File: config.mk
export PLATFORM = sky130hd
export DESIGN_NAME = aarm_div_cell
export DESIGN_NICKNAME = d
export VERILOG_FILES = /design/src/aarm_pkg.sv /design/src/aarm_div_cell.sv
export SDC_FILE = /design/constraint.sdc
export NUM_CORES = 1
export LEC_CHECK = 0
export BUFFER_PORTS_ARGS = -buffer_cell sky130_fd_sc_hd__buf_2
export CAP_MARGIN = 20
export CORE_AREA = 2 2 229 231
export CTS_BUF_LIST = sky130_fd_sc_hd__clkbuf_16
export DETAILED_ROUTE_END_ITERATION = 10
export DIE_AREA = 0 0 231 233
export GPL_ROUTABILITY_DRIVEN = 0
export PLACE_DENSITY = 0.57
export RECOVER_POWER = 25
export REMOVE_ABC_BUFFERS = 1
export SETUP_SLACK_MARGIN = 0.1
export SYNTH_ARGS = -nofsm -noshare
export SYNTH_HDL_FRONTEND = slang
export SYNTH_SLANG_ARGS = --single-unit
export TNS_END_PERCENT = 30
File: constraint.sdc
create_clock -name clock -period 3.5 [get_ports clock]
set_input_delay 0.875 -clock clock [delete_from_list [all_inputs] [get_ports clock]]
set_output_delay 0.875 -clock clock [all_outputs]
set_load 0.05 [all_outputs]
File: src/aarm_pkg.sv
// Package for the axis-angle to rotation matrix block: shared constants,
// the CORDIC arctangent table and the structs passed between pipeline cells.
// No dependencies.
package aarm_pkg;

   localparam int SQRT_STEPS   = 32;
   localparam int CORDIC_STEPS = 30;
   localparam int DIV_BITS     = 31;

   localparam logic signed [34:0] HALF_PI_Q30     = 35'sd1686629713;
   localparam logic signed [34:0] PI_Q30          = 35'sd3373259426;
   localparam logic signed [33:0] CORDIC_GAIN_Q30 = 34'sd652032874;
   localparam logic signed [33:0] ONE_Q30         = 34'sd1073741824;

   localparam logic [29:0] ATAN_Q30 [CORDIC_STEPS] = '{
      30'h3243F6A8, 30'h1DAC6705, 30'h0FADBAFC, 30'h07F56EA6, 30'h03FEAB76,
      30'h01FFD55B, 30'h00FFFAAA, 30'h007FFF55, 30'h003FFFEA, 30'h001FFFFD,
      30'h000FFFFF, 30'h0007FFFF, 30'h0003FFFF, 30'h0001FFFF, 30'h0000FFFF,
      30'h00007FFF, 30'h00003FFF, 30'h00001FFF, 30'h00000FFF, 30'h000007FF,
      30'h000003FF, 30'h000001FF, 30'h000000FF, 30'h0000007F, 30'h0000003F,
      30'h0000001F, 30'h0000000F, 30'h00000008, 30'h00000004, 30'h00000002
   };

   typedef struct packed {
      logic [2:0]  sgn;
      logic        zero;
      logic        fold;
      logic [34:0] z;
   } tag_type;

   typedef struct packed {
      logic [63:0]      rem;
      logic [63:0]      root;
      logic [2:0][29:0] nm;
      tag_type          tag;
      logic [33:0]      x;
      logic [33:0]      y;
   } cell_type;

   typedef struct packed {
      logic [30:0]      len;
      logic [2:0][30:0] rem;
      logic [2:0][30:0] q;
      logic [2:0]       sgn;
      logic             zero;
      logic             fold;
      logic [33:0]      x;
      logic [33:0]      y;
   } div_type;

   typedef struct packed {
      logic [8:0][31:0] m;
      logic             zero;
   } res_type;

endpackage

File: src/aarm_div_cell.sv
// One cell of the divider chain: one quotient bit of each unit component.
// Depends on aarm_pkg.
module aarm_div_cell #(
   parameter int BIT = 30
) (
   input  logic              clock,
   input  logic              reset,
   input  logic              en,
   input  logic              in_valid,
   input  aarm_pkg::div_type in_data,
   output logic              out_valid,
   output aarm_pkg::div_type out_data
);

   logic              valid_ff;
   aarm_pkg::div_type data_in;
   logic [32:0]       t, r;
   logic              ge;

   always_comb begin
      data_in = in_data;
      t  = 33'd0;
      r  = 33'd0;
      ge = 1'b0;
      for (int i = 0; i < 3; i++) begin
         if (BIT == aarm_pkg::DIV_BITS - 1) t = {2'b00, in_data.rem[i]};
         else t = {1'b0, in_data.rem[i], 1'b0};
         ge = t >= {2'b00, in_data.len};
         r  = ge ? (t - {2'b00, in_data.len}) : t;
         data_in.rem[i]    = r[30:0];
         data_in.q[i][BIT] = ge;
      end
   end

   always_ff @(posedge clock) begin
      if (reset) begin
         valid_ff <= 1'b0;
      end else if (en) begin
         valid_ff <= in_valid;
      end
   end

   always_ff @(posedge clock) begin
      if (en) out_data <= data_in;
   end

   assign out_valid = valid_ff;

endmodule

==> results by group <==
Worst setup path
  • Worst path arrival time: 3.56 ns
  • CP Capture Type: register
  • Critical Path RT: between 3 and 4 ns
  • Worst path slowest cell: a221o_2
  • Cell Chain, Critical Path: buf_2 -> inv_1 -> ha_1 -> fa_2 -> nor2b_4 -> o2111ai_2 -> nand3_2 -> a221o_2 -> a211o_1 -> a311oi_1 -> o21bai_1 -> xor2_1 -> mux2_4
  • Crit path largest cell delay: 0.44 ns
  • CP Class: in2reg
  • CP bufs+invs: 2
  • CP max FO: 3
  • CP top delay family: compound AO/OA/AOI/OAI gates
  • CP Launch Type: primary input

GRT
  • Largest net degree at the start of global routing: 73
  • Overflow after GRT: 0
  • Met2 Track Usage GR: 39.3%
  • Global Route Usage Sum: between 20 and 25%
  • Vias in the first global route: 13066
  • Met1 usage: 23.4%
  • Initial antenna violation count: 27
  • Busiest grt layer: met2
  • Met3 global-route usage: 7.29%
  • Global-route wire length before repair: ~84000 um

Routing
  • DRT Pass-1 Iters: 5
  • Wire per inst: 22.4 um
  • Drt drc: 0
  • Routed WL: a little over 60000 um
  • Vias per cell: 4.79
  • Antenna-violating nets left: 0
  • Starting DRT DRC Count: 673
  • Vias post-DR: between 10000 and 15000

Synth
  • Mapped Area: 14900 um^2
  • Post-synth EDFFs: 290
  • Synth area leaders: edfxtp_1 59%, ha_1 7.8%, a21oi_1 4.2%, mux2_2 3.5%, xnor2_1 3.1%
  • Primary FF master, synth: edfxtp_1
  • Top cells by count, synth: 290 x edfxtp_1, 126 x a21oi_1, 93 x ha_1
  • Yosys warning count: 0
  • Async SR Flop Fraction: 0%
  • Yosys reg bits: slightly below 300
  • Synth top area share: 58.5%
  • Seq/Total Area, Yosys: 58.7%
  • Avg Cell Area, Syn: between 10 and 15 um^2
  • Post-Synthesis Cells: 1172
  • Synth area leader: edfxtp_1
  • Distinct cells, synth: 81
  • Most instantiated library cell after synthesis: edfxtp_1

Layout
  • Final core utilization: 42.3%
  • Non-Filler Instances: 2720
  • Register area: between 8000 and 9000 um^2
  • Fillers: between 4000 and 5000
  • Share of cells above drive strength 1: 45.7%
  • Multi-input gate area: 5750 um^2
  • Final nets: 2395
  • Cell area after layout: 21600 um^2
  • Synthesis-to-layout area growth: 45.3%

Floorplan
  • I/O pins: 585
  • Die ar.: 53800 um^2
  • Die H: 233 um
  • Die Wd: between 200 and 250 um
  • Initial Util: 29.1%
  • Num rows: a little over 80
  • Core Area: 51100 um^2

Clock tree
  • Cts hold-fix bufs: 0
  • Sink Count: 291
  • H-tree levels: 2
  • CTS root buf: clkbuf_16
  • TritonCTS clock tree: done
  • CTS Buf Count: 37
  • Clock transition at path regs: 0.06 ns
  • Clk_lat worst skew: approximately 0.55 ns
  • Clock tree buffer depth: 3

Power and ir drop
  • Logic pwr share: 30.5%
  • Net Switching: 4110 uW
  • Clock Power Share: 32.7%
  • Peak supply drop: 0.000330 V
  • Sw Share: 34.7%
  • Power density cells: 548 nW/um^2
  • Internal power: around 7700 uW
  • Leakage: 0.00965 uW
  • Power share of the sequential group: 36.8%

Placed design
  • Placed cell count: 2646
  • Dpl ws: -0.417 ns
  • Area of placed instances: 20400 um^2
  • DP HPWL: 50400 um
  • PortBufs: ~580

STA
  • Final hold vios: 0
  • Clock Skew: 0 ns
  • Max Transition Viols Final: 54
  • RSZ-0062 raised after global routing: false
  • Final setup viols: 0
  • Fin Hold WS: 0.470 ns
  • Worst-margin pin slew: between 1.5 and 2 ns
  • Min Clock Period, post-route: 3.26 ns
  • Worst Setup Slack, final: between 0.2 and 0.25 ns
  • Fin crit share: 93.1%
  • FMAX: 0.307 GHz
  • Rel. slew slack: -12.7%

Worst hold path
  • HP Class: in2reg

Job
  • Max-cap violations: 1

Run status
  • Failing checks: max-capacitance violations, max-slew violations
  • Run status: finished, violations left
## metrics by stage
stage               total power [uW]  TNS (ns)
floorplan                       6670     -2.00
global placement                8030    -19.94
detailed placement              8060    -21.09
CTS                            12000         0
global route                   12300         0
finish                         11800         0
## routing by layer
layer	share of wire, %	vias up
li1	-	6130
met4	3.5	38
met3	8.5	140
met5	0.38	-
met1	36	6228
met2	51	492
## layout by cell type, fill, tap and decap left out, types with 16 or more instances in the layout
cell type and instances:
clkbuf_1 31, a21o_1 40, nor2_1 88, o21a_1 16, mux2_2 46, clkbuf_16 38, a21oi_1 125, ha_1 93
nand4_1 18, o21ai_0 48, nand2_1 54, xnor2_1 53, nand3_1 21, buf_2 549, xor2_1 22, buf_4 233
inv_1 66, edfxtp_1 290
## state kept, by name, summed over array words and instances, names as in the netlist
register   count
out_valid      1
out_data     290
## final timing paths
| kind | cells past startpoint | to | startpoint | slack, ns |
|---|---|---|---|---|
| worst max-delay path | 13 | out_data[194]$_DFFE_PP_ | in_data[166] | 0.24 |
| worst min-delay path | 2 | out_valid$_SDFFE_PP0P_ | reset | 0.47 |
| worst max register to register | 2 | out_valid$_SDFFE_PP0P_ | out_valid$_SDFFE_PP0P_ | 2.90 |
| worst min register to register | 2 | out_valid$_SDFFE_PP0P_ | out_valid$_SDFFE_PP0P_ | 0.51 |
## final cells by class
type                            count  area share, %
Sequential cell                   291           40.4
Multi-Input combinational cell    788           26.6
Timing Repair Buffer              825           22.3
Clock buffer                       38           4.40
Tap cell                          680           3.94
Clock inverter                     27           1.24
Inverter                           62           1.08
Antenna cell                        9          0.104
## power groups by stage
stage	logic [uW]	registers (uW)	clock network [uW]
global route	3830	4390	4100
finish	3610	4360	3870
floorplan	1020	5650	0
global placement	3610	4430	0
detailed placement	3630	4430	0
CTS	3650	4360	3980
## repair_timing
action	4_1_cts	5_1_grt
gates resized for setup	0	5
buffers inserted	0	0
endpoints found under the setup margin	0	31
## logic make-up (layout without fill, tap and decap cells)
| family | count (synthesis) | in the layout | share of synthesized area [%] |
|---|---|---|---|
| flops | 291 | 291 | 58.7 |
| xor+xnor | 75 | 75 | 4.42 |
| buf+inv | 93 | 952 | 2.83 |
| fa+ha+maj | 96 | 96 | 8.23 |
| other cells | 0 | 9 | 0 |
| mux | 51 | 51 | 3.85 |
| simple gates | 248 | 248 | 8.13 |
| compound gates | 318 | 318 | 13.9 |
Power figures use the tool's default switching activity.
