`config.mk`:
```
export PLATFORM = sky130hd
export DESIGN_NAME = aarm_cell
export DESIGN_NICKNAME = d
export VERILOG_FILES = /design/src/aarm_pkg.sv /design/src/aarm_cell.sv
export SDC_FILE = /design/constraint.sdc
export NUM_CORES = 1
export LEC_CHECK = 0
export ABC_AREA = 1
export BUFFER_PORTS_ARGS = -buffer_cell sky130_fd_sc_hd__buf_2
export CORE_AREA = 3 3 255 257
export CTS_CLUSTER_SIZE = 12
export DETAILED_ROUTE_END_ITERATION = 10
export DIE_AREA = 0 0 258 260
export GPL_TIMING_DRIVEN = 1
export PLACE_DENSITY = 0.73
export RECOVER_POWER = 100
export SYNTH_ARGS = -nofsm -noshare
export SYNTH_HDL_FRONTEND = slang
export SYNTH_SLANG_ARGS = --single-unit
```
`constraint.sdc`:
```
create_clock -name clock -period 3.8 [get_ports clock]
set_clock_uncertainty 0.05 [all_clocks]
set_input_delay 0.38 -clock clock [delete_from_list [all_inputs] [get_ports clock]]
set_output_delay 0.38 -clock clock [all_outputs]
set_load 0.01 [all_outputs]
```
`src/aarm_pkg.sv`:
```
// Package for the axis-angle to rotation matrix block: shared constants,
// the CORDIC arctangent table and the structs passed between pipeline cells.
// No dependencies.
package aarm_pkg;

   localparam int SQRT_STEPS   = 32;
   localparam int CORDIC_STEPS = 30;
   localparam int DIV_BITS     = 31;

   localparam logic signed [34:0] HALF_PI_Q30     = 35'sd1686629713;
   localparam logic signed [34:0] PI_Q30          = 35'sd3373259426;
   localparam logic signed [33:0] CORDIC_GAIN_Q30 = 34'sd652032874;
   localparam logic signed [33:0] ONE_Q30         = 34'sd1073741824;

   localparam logic [29:0] ATAN_Q30 [CORDIC_STEPS] = '{
      30'h3243F6A8, 30'h1DAC6705, 30'h0FADBAFC, 30'h07F56EA6, 30'h03FEAB76,
      30'h01FFD55B, 30'h00FFFAAA, 30'h007FFF55, 30'h003FFFEA, 30'h001FFFFD,
      30'h000FFFFF, 30'h0007FFFF, 30'h0003FFFF, 30'h0001FFFF, 30'h0000FFFF,
      30'h00007FFF, 30'h00003FFF, 30'h00001FFF, 30'h00000FFF, 30'h000007FF,
      30'h000003FF, 30'h000001FF, 30'h000000FF, 30'h0000007F, 30'h0000003F,
      30'h0000001F, 30'h0000000F, 30'h00000008, 30'h00000004, 30'h00000002
   };

   typedef struct packed {
      logic [2:0]  sgn;
      logic        zero;
      logic        fold;
      logic [34:0] z;
   } tag_type;

   typedef struct packed {
      logic [63:0]      rem;
      logic [63:0]      root;
      logic [2:0][29:0] nm;
      tag_type          tag;
      logic [33:0]      x;
      logic [33:0]      y;
   } cell_type;

   typedef struct packed {
      logic [30:0]      len;
      logic [2:0][30:0] rem;
      logic [2:0][30:0] q;
      logic [2:0]       sgn;
      logic             zero;
      logic             fold;
      logic [33:0]      x;
      logic [33:0]      y;
   } div_type;

   typedef struct packed {
      logic [8:0][31:0] m;
      logic             zero;
   } res_type;

endpackage

```
`src/aarm_cell.sv`:
```
// One cell of the main chain: one square root iteration and, in the first
// cells, one CORDIC rotation. Depends on aarm_pkg.
module aarm_cell #(
   parameter int STEP = 0
) (
   input  logic               clock,
   input  logic               reset,
   input  logic               en,
   input  logic               in_valid,
   input  aarm_pkg::cell_type in_data,
   output logic               out_valid,
   output aarm_pkg::cell_type out_data
);

   localparam logic [63:0] SqBit = 64'd1 << (62 - 2 * STEP);

   logic               valid_ff;
   aarm_pkg::cell_type data_in;
   logic [63:0]        t;
   logic signed [33:0] x_n, y_n;
   logic signed [34:0] z_n;

   if (STEP < aarm_pkg::CORDIC_STEPS) begin : g_rot
      logic signed [33:0] xs, ys, dx, dy;
      logic signed [34:0] zs, at;
      always_comb begin
         xs = in_data.x;
         ys = in_data.y;
         zs = in_data.tag.z;
         dx = ys >>> STEP;
         dy = xs >>> STEP;
         at = {5'd0, aarm_pkg::ATAN_Q30[STEP]};
         if (!in_data.tag.z[34]) begin
            x_n = xs - dx;
            y_n = ys + dy;
            z_n = zs - at;
         end else begin
            x_n = xs + dx;
            y_n = ys - dy;
            z_n = zs + at;
         end
      end
   end else begin : g_hold
      assign x_n = in_data.x;
      assign y_n = in_data.y;
      assign z_n = in_data.tag.z;
   end

   always_comb begin
      data_in = in_data;
      t = in_data.root + SqBit;
      if (in_data.rem >= t) begin
         data_in.rem  = in_data.rem - t;
         data_in.root = (in_data.root >> 1) + SqBit;
      end else begin
         data_in.root = in_data.root >> 1;
      end
      data_in.x     = x_n;
      data_in.y     = y_n;
      data_in.tag.z = z_n;
   end

   always_ff @(posedge clock) begin
      if (reset) begin
         valid_ff <= 1'b0;
      end else if (en) begin
         valid_ff <= in_valid;
      end
   end

   always_ff @(posedge clock) begin
      if (en) out_data <= data_in;
   end

   assign out_valid = valid_ff;

endmodule

```
==> results of run 1 <==
[power groups by stage]
stage / logic [µW] / registers (µW) / clock network [µW]
floorplan: 1980 / 4900 / 0
global placement: 3780 / 4710 / 0
detailed placement: 3790 / 4720 / 0
CTS: 3950 / 4650 / 3850
global route: 4230 / 4700 / 4000
finish: 3880 / 4680 / 3780
[placed cells by master (no fill, tap or decap), types with 11 or more instances in the layout]
cell type,count
nor2_1,316
xor2_1,73
nor3_1,29
inv_1,626
o21bai_1,13
edfxtp_1,325
nand2_1,1212
dlygate4sd3_1,163
a21o_1,21
o21ai_0,114
nand4_1,35
o22ai_1,12
inv_2,11
ha_1,193
buf_2,251
a21oi_1,209
clkbuf_1,414
buf_4,11
nand3_2,11
nand3_1,246
clkbuf_16,40
[worst paths after layout]
kind,to,slack [ns],cells past startpoint
max reg2reg,out_valid$_SDFFE_PP0P_,2.61,3
max,out_data[309]$_DFFE_PP_,0.49,16
min reg2reg,out_valid$_SDFFE_PP0P_,1.00,3
min,out_data[321]$_DFFE_PP_,0.05,3
[worst reg2reg max path: cells and delay by family, from the launching register on]
family	cells	cell delay, ns
multiplexers	1	0.12
buffers and inverters	1	0.54
flip-flops	1	0.31
AND/OR/NAND/NOR	1	0.05
[cell usage after synthesis (21+ instances only)]
library cell / instances
buf_2: 30
nor2_1: 316
inv_1: 623
xor2_1: 73
a21o_1: 21
edfxtp_1: 325
o21ai_0: 111
nand2_1: 1212
nor3_1: 28
ha_1: 193
nand3_1: 246
a21oi_1: 209
nand4_1: 35
[logic make-up after synthesis]
logic type,synth area share [%]
fa+ha+maj,9.82
flops,38.2
compound gates,8.30
mux,0.0391
buf+inv,10.6
simple gates,30.3
xor+xnor,2.77
[registers in the layout (all words and copies together), names as in the netlist]
register   cells
out_data     325
out_valid      1
[through the flow]
stage	hold slack, ns	util, %	power [µW]	cells
detailed placement	0.465	47.5	8500	5061
global placement	0.419	47.5	8500	5061
global route	0.0455	51.2	12900	5299
CTS	0.000952	52.1	12500	5293
finish	0.0467	51.2	12300	5304
floorplan	0.402	-	6880	3590
[cell type report]
class                      instances  share of cell area (%)
clock buffer                      44                    3.15
clock inverter                    26                   0.799
inverter                         639                    7.44
antenna                           10                  0.0776
timing repair buffer             844                    14.3
multi-input combinational       2569                    40.6
tap                              846                    3.28
sequential                       326                    30.3
[layer usage]
metal  part of all wire (%)  GRT usage [%]  wire length, µm
met1                     39           36.8            41900
met2                     48           54.2            51600
met3                    7.3           4.44             7800
met4                    5.3           13.9             5650
met5                  0.036              0               38
==> impl_metrics.yaml, run 1 <==
run_status:
  status: "finished, violations left"
  violations: "capacitance limit, slew limit"
grt:
  antenna_found_initial: 16
  grt_pass1_wl_um: 156000
  grt_max_degree: 111
  grt_use_total_pct: 30.6
  gr-total-overflow: 0
  grt_pass1_vias: 26000
synthesis:
  yosys_register_bits: 326
  synth_nets: 4118
  yosys_warnings: 0
  synth_top_area_share_pct: 38.1
  synth_top_cells_by_area: "edfxtp_1, nand2_1, ha_1"
  synth_ff_type: "edfxtp_1"
  syn_inst: 3590
  synthArstFlopShare_pct: 0
  synth.avg_cell_area_um2: 7.13
  yosysSeqAreaShare_pct: 38.2
  syn-cell-area_um2: 25600
  synth_top_area_cell: "edfxtp_1"
  synth_cell_types: 46
  synth_edf_count: 325
placed_design:
  numPortBuffers: 656
  hpwlAfterDp_um: 87200
  place_area_um2: 29900
  pre_cts_slack_ns: 0.487
  gp_congestion: 1.05
floorplan:
  die_x_um: 258
  core-area_um2: 63000
  dieArea_um2: 67100
  fp.dieH_um: 260
  pin_count: 657
  initial_core_util_pct: 40.7
  fp-row-count: 92
detailed_routing:
  wl_um: 107000
  drc: 0
  ant_nets: 0
  firstDrtPassIters: 6
  vias: 26900
  wl_per_cell_um: 20.2
  drt_iter0_drc: 2386
  via_per_inst: 5.08
layout:
  fill_cells: 6502
  finalInstanceArea_um2: 32300
  drive_gt1_share_pct: 8.68
  multiInputGateArea_um2: 13100
  area_growth_pct: 25.9
  final_nets: 4948
  seq_area_um2: 9780
clock_network:
  cts.repair.resized: 0
  clockRootBuffer: "clkbuf_16"
  cts_tree: "built"
  hold_buffers: 162
  numClockSinks: 326
  post-cts-setup-buffer-count: 0
  htreeDepth: 2
  clock_latency_ns: 0.56
  cts_buffers: 40
  cts.clk_slew.worst_paths_ns: 0.06
  clockBufferDepth: 3
critical_path:
  rr_startpoint: "out_valid$_SDFFE_PP0P_"
  critPathMaxFanout: 59
  critPathCaptureType: "register"
  cp_data_arrival_time_ns: 3.57
  crit_start: "in_data[254]"
  cpMaxStageDelayCell: "dlygate4sd3_1"
  crit_family: "simple AND/OR/NAND/NOR gates"
  crit_buf_inv: 6
  slowest_delay_ns: 0.53
  worstPathCellList: "dlygate4sd3_1, clkbuf_1, inv_1, ha_1, nand2_1, inv_1, nand2_1, nor3_1, nand2_1, nor3_2, nand2_2, nand2_4, inv_4, buf_12, nand2_1, nand2_1"
  crit_type: "in2reg"
  cp-start-kind: "primary input"
  cp.required_ns: 4.07
  cpMostUsedCell: "nand2_1"
power_and_ir_drop:
  comb_power_share_pct: 31.4
  clock_power_share_pct: 30.7
  powerDensity_nw_per_um2: 383
  switching_share_pct: 36.1
  power.internal_uw: 7880
  peakVddDrop_v: 0.000273
  seqPwrFrac_pct: 37.9
  p_sw_uw: 4450
  leakage_uw: 0.0160
timing:
  period_minus_slack_ns: 3.31
  tightestPinTransition_ns: 1.67
  slew_headroom_pct: -11.2
  finalHoldViolations: 0
  finalWorstSetupSlack_ns: 0.493
  rsz0062_at_grt: "false"
  setup_viol: 0
  fin_crit_sh_pct: 87.0
  tns_ns: 0
  finalMaxSlewViolations: 115
  fmaxAchievable_mhz: 302
worst_hold_path:
  hp-class: "in2reg"
  min_from: "in_data[321]"
run:
  max_cap_viol_count: 2
No activity file was read; power rests on OpenSTA's default activity.
==> run 2, diff against run 1 <==
- CELL_PAD_IN_SITES_DETAIL_PLACEMENT: not set -> 1
- CELL_PAD_IN_SITES_GLOBAL_PLACEMENT: not set -> 2
- CORE_AREA: 3 3 255 257 -> not set
- CORE_MARGIN: not set -> 3
- CORE_UTILIZATION: not set -> 30
- DIE_AREA: 0 0 258 260 -> not set
- PLACE_DENSITY: 0.73 -> 0.91
- SETUP_SLACK_MARGIN: not set -> 0.02
==> run 2 against run 1 <==
  * The flow still finishes with violations (capacitance limit, slew limit)
  * Total power increased by 2.1%
  * First-iteration DRC count down 41%
  * Sequential power is essentially flat
  * Final cell count is 5.6% higher
  * Register-to-register slack improved by 0.52 ns
  * Fmax fell by 5.5%
  * Non-clock buffer count down 5
==> impl_metrics.yaml, run 2 (synthesized netlist as in run 1, its figures left out) <==
timing:
  fmaxAchievable_mhz: 286
  finalWorstSetupSlack_ns: 0.300
  finalMaxSlewViolations: 188
  finalHoldViolations: 0
  tightestPinTransition_ns: 3.07
  fin_crit_sh_pct: 92.1
  setup_viol: 0
  rsz0062_at_grt: "false"
  period_minus_slack_ns: 3.50
  tns_ns: 0
  slew_headroom_pct: -104
placed_design:
  hpwlAfterDp_um: 97300
  pre_cts_slack_ns: 0.309
  numPortBuffers: 656
  gp_congestion: 0.953
run_status:
  status: "finished, violations left"
  violations: "capacitance limit, slew limit"
clock_network:
  htreeDepth: 2
  cts.clk_slew.worst_paths_ns: 0.06
  cts_buffers: 42
  post-cts-setup-buffer-count: 0
  clock_latency_ns: 0.57
  clockRootBuffer: "clkbuf_16"
  cts.repair.resized: 0
  numClockSinks: 326
  clockBufferDepth: 3
  cts_tree: "built"
power_and_ir_drop:
  powerDensity_nw_per_um2: 386
  finalPower_uw: 12600
  leakage_uw: 0.0159
  peakVddDrop_v: 0.000277
layout:
  final_nets: 4945
  drive_gt1_share_pct: 8.36
  fill_cells: 11000
  multiInputGateArea_um2: 13100
  area_growth_pct: 27.3
  largest-register: "out_data"
  final_common_cell: "nand2_1"
  largest_register_ffs: 325
  seq_area_um2: 9780
  final_cell_mix: "nand2_1, inv_1, clkbuf_1"
grt:
  gr-total-overflow: 0
  grt_pass1_vias: 28600
  grt_max_degree: 94
  antenna_found_initial: 35
  grt_use_total_pct: 26.1
  grt_pass1_wl_um: 176000
detailed_routing:
  wl_um: 119000
  via_per_inst: 4.83
  drc: 0
  wl_per_cell_um: 21.3
  ant_nets: 0
  drt_iter0_drc: 1415
  vias: 27000
  firstDrtPassIters: 6
floorplan:
  fp-row-count: 106
  pin_count: 657
  fp.dieH_um: 298
  dieArea_um2: 88900
  die_x_um: 298
  core-area_um2: 84100
  initial_core_util_pct: 30.5
run:
  max_cap_viol_count: 3
critical_path:
  critPathCaptureType: "register"
  cp.required_ns: 4.03
  critPathMaxFanout: 67
  crit_type: "in2reg"
  cp-start-kind: "primary input"
  cp_data_arrival_time_ns: 3.73
worst_hold_path:
  hp-class: "in2reg"
==> run 2: cell types whose count changed in the layout (fill, tap and decap cells not counted), moves of 4 or more <==
cell | previous run | this run
clkbuf_1 | 414 | 425
nand3_1 | 246 | 255
nand3_2 | 11 | 2
buf_4 | 11 | 4
buf_2 | 251 | 246
diode_2 | 10 | 14
==> run 2: worst paths after layout <==
kind / slack, ns / cells past startpoint / start / end
hold reg to reg: 0.48 / 2 / out_valid$_SDFFE_PP0P_ / out_valid$_SDFFE_PP0P_
setup / recovery: 0.30 / 16 / in_data[199] / out_data[263]$_DFFE_PP_
hold / removal: 0.03 / 3 / in_data[283] / out_data[283]$_DFFE_PP_
setup reg to reg: 3.13 / 2 / out_valid$_SDFFE_PP0P_ / out_valid$_SDFFE_PP0P_
==> run 2: cell type report <==
class,count,area share (%)
multi-input cells,2569,40.1
clock inverters,28,0.852
repair buffers,839,13.9
clock buffers,50,3.32
well taps,1134,4.35
flip-flops and latches,326,30.0
inverters,639,7.36
diodes,14,0.107
==> run 2: per-layer routing <==
| metal | track usage (%) | vias up | part of all wire [%] |
|---|---|---|---|
| met5 | 0 | - | 0.16 |
| met1 | 30.8 | 12800 | 40 |
| met3 | 6.36 | 237 | 7.1 |
| met2 | 44.8 | 827 | 47 |
| met4 | 11.5 | 28 | 4.8 |
| li1 | - | 13100 | - |
==> run 2: where the power goes <==
part           switching, µW  internal [µW]  leakage, µW
Clock                   1720           2270     0.000659
Sequential               166           4500      0.00319
Combinational           2730           1220       0.0121
==> run 2: metrics by stage <==
| step | cells | hold WS (ns) | util (%) | area, µm² |
|---|---|---|---|---|
| 2_1_floorplan | 3590 | 0.402 | - | 25600 |
| 3_3_place_gp | 5345 | 0.424 | 35.9 | 30200 |
| 3_5_place_dp | 5345 | 0.466 | 35.9 | 30200 |
| 4_1_cts | 5585 | 0.000380 | 39.5 | 33200 |
| 5_1_grt | 5593 | 0.0298 | 38.8 | 32600 |
| 6_report | 5599 | 0.0303 | 38.8 | 32600 |
==> run 2: critical path, stage by stage <==
cell           delay (ns)
dlygate4sd3_1        0.57
clkbuf_1             0.20
fa_1                 0.56
inv_1                0.13
nand3_1              0.12
nand2_4              0.13
nand2_2              0.07
nand2_4              0.09
nand2_2              0.06
nand2_4              0.08
nand2_2              0.05
nand3_1              0.14
nand2_1              0.12
nand2_4              0.09
buf_4                0.62
o21ai_0              0.22
==> run 2: repair_timing <==
item / 4_1_cts / 5_1_grt
hold endpoints to repair: 162 / 0
setup endpoints to repair: 0 / 0
hold buffers: 162 / 0
==> run 3, diff against run 2 <==
==> constraint.sdc (replaced) <==
create_clock -name clock -period 3.8 [get_ports clock]
set_clock_uncertainty 0.05 [all_clocks]
set_input_delay 0 -clock clock [delete_from_list [all_inputs] [get_ports clock]]
set_output_delay 0 -clock clock [all_outputs]
set_load 0.01 [all_outputs]
==> run 3 against run 2 <==
  * The flow still finishes with violations (capacitance limit, slew limit)
  * Sequential cell count did not move
  * Utilization is 1.3 points higher
  * Setup slack better by 0.31 ns
  * Fmax grew 9.9%
  * Sequential share of layout area down 0.95 points
  * First-iteration DRC count increased by 27%
  * Die area stayed put
  * Highest routed layer unchanged
==> impl_metrics.yaml, run 3 (synthesized netlist as in run 1, its figures left out) <==
run_status:
  status: "finished, violations left"
  violations: "capacitance limit, slew limit"
run:
  max_cap_viol_count: 5
timing:
  rsz0062_at_grt: "false"
  finalWorstSetupSlack_ns: 0.614
  tns_ns: 0
  fin_crit_sh_pct: 83.8
  tightestPinTransition_ns: 1.73
  finalHoldViolations: 0
  slew_headroom_pct: -15.2
  finalMaxSlewViolations: 188
  fmaxAchievable_mhz: 314
  setup_viol: 0
  period_minus_slack_ns: 3.19
clock_network:
  htreeDepth: 2
  cts.repair.resized: 0
  clockBufferDepth: 3
  cts_buffers: 41
  post-cts-setup-buffer-count: 0
  numClockSinks: 326
  clock_latency_ns: 0.58
  hold_buffers: 263
  cts_tree: "built"
  clockRootBuffer: "clkbuf_16"
  cts.clk_slew.worst_paths_ns: 0.07
layout:
  drive_gt1_share_pct: 7.96
  finalInstanceArea_um2: 33700
  area_growth_pct: 31.5
  final_cells: 5701
  largest_register_ffs: 325
  final_cell_mix: "nand2_1, inv_1, clkbuf_1"
  postLayoutCoreUtil_pct: 40.0
  largest-register: "out_data"
  final_common_cell: "nand2_1"
  final_nets: 5041
  fill_cells: 11100
power_and_ir_drop:
  leakage_uw: 0.0164
  powerDensity_nw_per_um2: 386
  peakVddDrop_v: 0.000279
critical_path:
  rr_startpoint: "out_valid$_SDFFE_PP0P_"
  cp_data_arrival_time_ns: 3.47
  worstPathCellList: "dlygate4sd3_1, buf_2, inv_1, ha_1, fa_1, inv_1, nand3_1, nand2_1, nand2_1, nand2_4, nand2_2, nand2_4, nand2_2, nand3_2, nand2_1, nand2_4, inv_4, clkbuf_2, nand2_1, nand2_1"
  rr_worst_depth: 3
  cp-start-kind: "primary input"
  cpMostUsedCell: "nand2_1"
  cpMaxStageDelayCell: "dlygate4sd3_1"
  critPathMaxFanout: 28
  r2r_slack_ns: 2.55
  crit_start: "in_data[262]"
  crit_type: "in2reg"
  endpoint: "out_data[319]$_DFFE_PP_"
  critPathCaptureType: "register"
  slowest_delay_ns: 0.55
  reg2reg_to: "out_valid$_SDFFE_PP0P_"
  cp.required_ns: 4.08
detailed_routing:
  drt_iter0_drc: 1795
  wl_per_cell_um: 21.6
  drc: 0
  via_per_inst: 4.88
  vias: 27800
  ant_nets: 0
  wl_um: 123000
  firstDrtPassIters: 7
floorplan:
  die_x_um: 298
  pin_count: 657
  fp.dieH_um: 298
  initial_core_util_pct: 30.5
  dieArea_um2: 88900
  core-area_um2: 84100
  fp-row-count: 106
placed_design:
  place_area_um2: 30200
  gp_congestion: 0.932
  numPortBuffers: 656
  hpwlAfterDp_um: 96900
  dp_cells: 5341
  pre_cts_slack_ns: 1.00
grt:
  gr-total-overflow: 0
  antenna_found_initial: 30
  grt_max_degree: 87
  grt_pass1_wl_um: 182000
  grt_pass1_vias: 29300
  grt_use_total_pct: 26.9
worst_hold_path:
  min_from: "in_data[129]"
  hp-class: "in2reg"
run 3: cell types whose count changed in the layout (fill, tap and decap cells not counted), sizes merged:
cell / delta
diode: +7
inv: +1
dlygate4sd3: +101
buf: -9
clkinvlp: -1
bufinv: +3
clkbuf: +9
clkinv: -9
run 3: routing by layer:
layer,GRT usage (%),vias up,part of all wire (%)
met5,0,-,0.087
met4,10.2,16,4.0
met1,32.6,13400,41
li1,-,13300,-
met2,47.2,880,49
met3,4.90,204,6.2
run 3: power by group:
group | internal, µW | total, µW | switching [µW] | leakage, µW
Clock | 2490 | 4250 | 1760 | 0.000689
Sequential | 4500 | 4670 | 176 | 0.00319
Combinational | 1290 | 4070 | 2780 | 0.0125
run 3: how the worst min path moves through the flow:
stage | depth (start not counted) | end | slack, ns
after global placement | 2 | out_valid$_SDFFE_PP0P_ | 0.11
after detailed placement | 2 | out_valid$_SDFFE_PP0P_ | 0.11
after floorplan | 1 | out_valid$_SDFFE_PP0P_ | 0.02
final | 2 | out_data[129]$_DFFE_PP_ | 0.07
after global routing | 2 | out_data[129]$_DFFE_PP_ | 0.04
after CTS | 2 | out_data[161]$_DFFE_PP_ | 0.03
run 3: cell type report:
class / instances / area (µm²) / area share, %
Multi-Input combinational cell: 2569 / 13100 / 38.8
Sequential cell: 326 / 9780 / 29.0
Timing Repair Buffer: 936 / 5510 / 16.4
Inverter: 639 / 2400 / 7.13
Tap cell: 1134 / 1420 / 4.21
Clock buffer: 54 / 1100 / 3.28
Clock inverter: 22 / 327 / 0.970
Antenna cell: 21 / 52.6 / 0.156
run 3: critical path: cells and delay by family:
kind | cells | cell delay (ns)
and+or+nand+nor | 12 | 1.29
adders and majority gates | 2 | 0.70
buffers and inverters | 6 | 1.43
run 3: through the flow:
stage / hold WS, ns / power, µW
6_report: 0.0710 / 13000
5_1_grt: 0.0436 / 13700
4_1_cts: 0.0256 / 13100
3_5_place_dp: 0.114 / 8600
3_3_place_gp: 0.108 / 8530
2_1_floorplan: 0.0224 / 6880
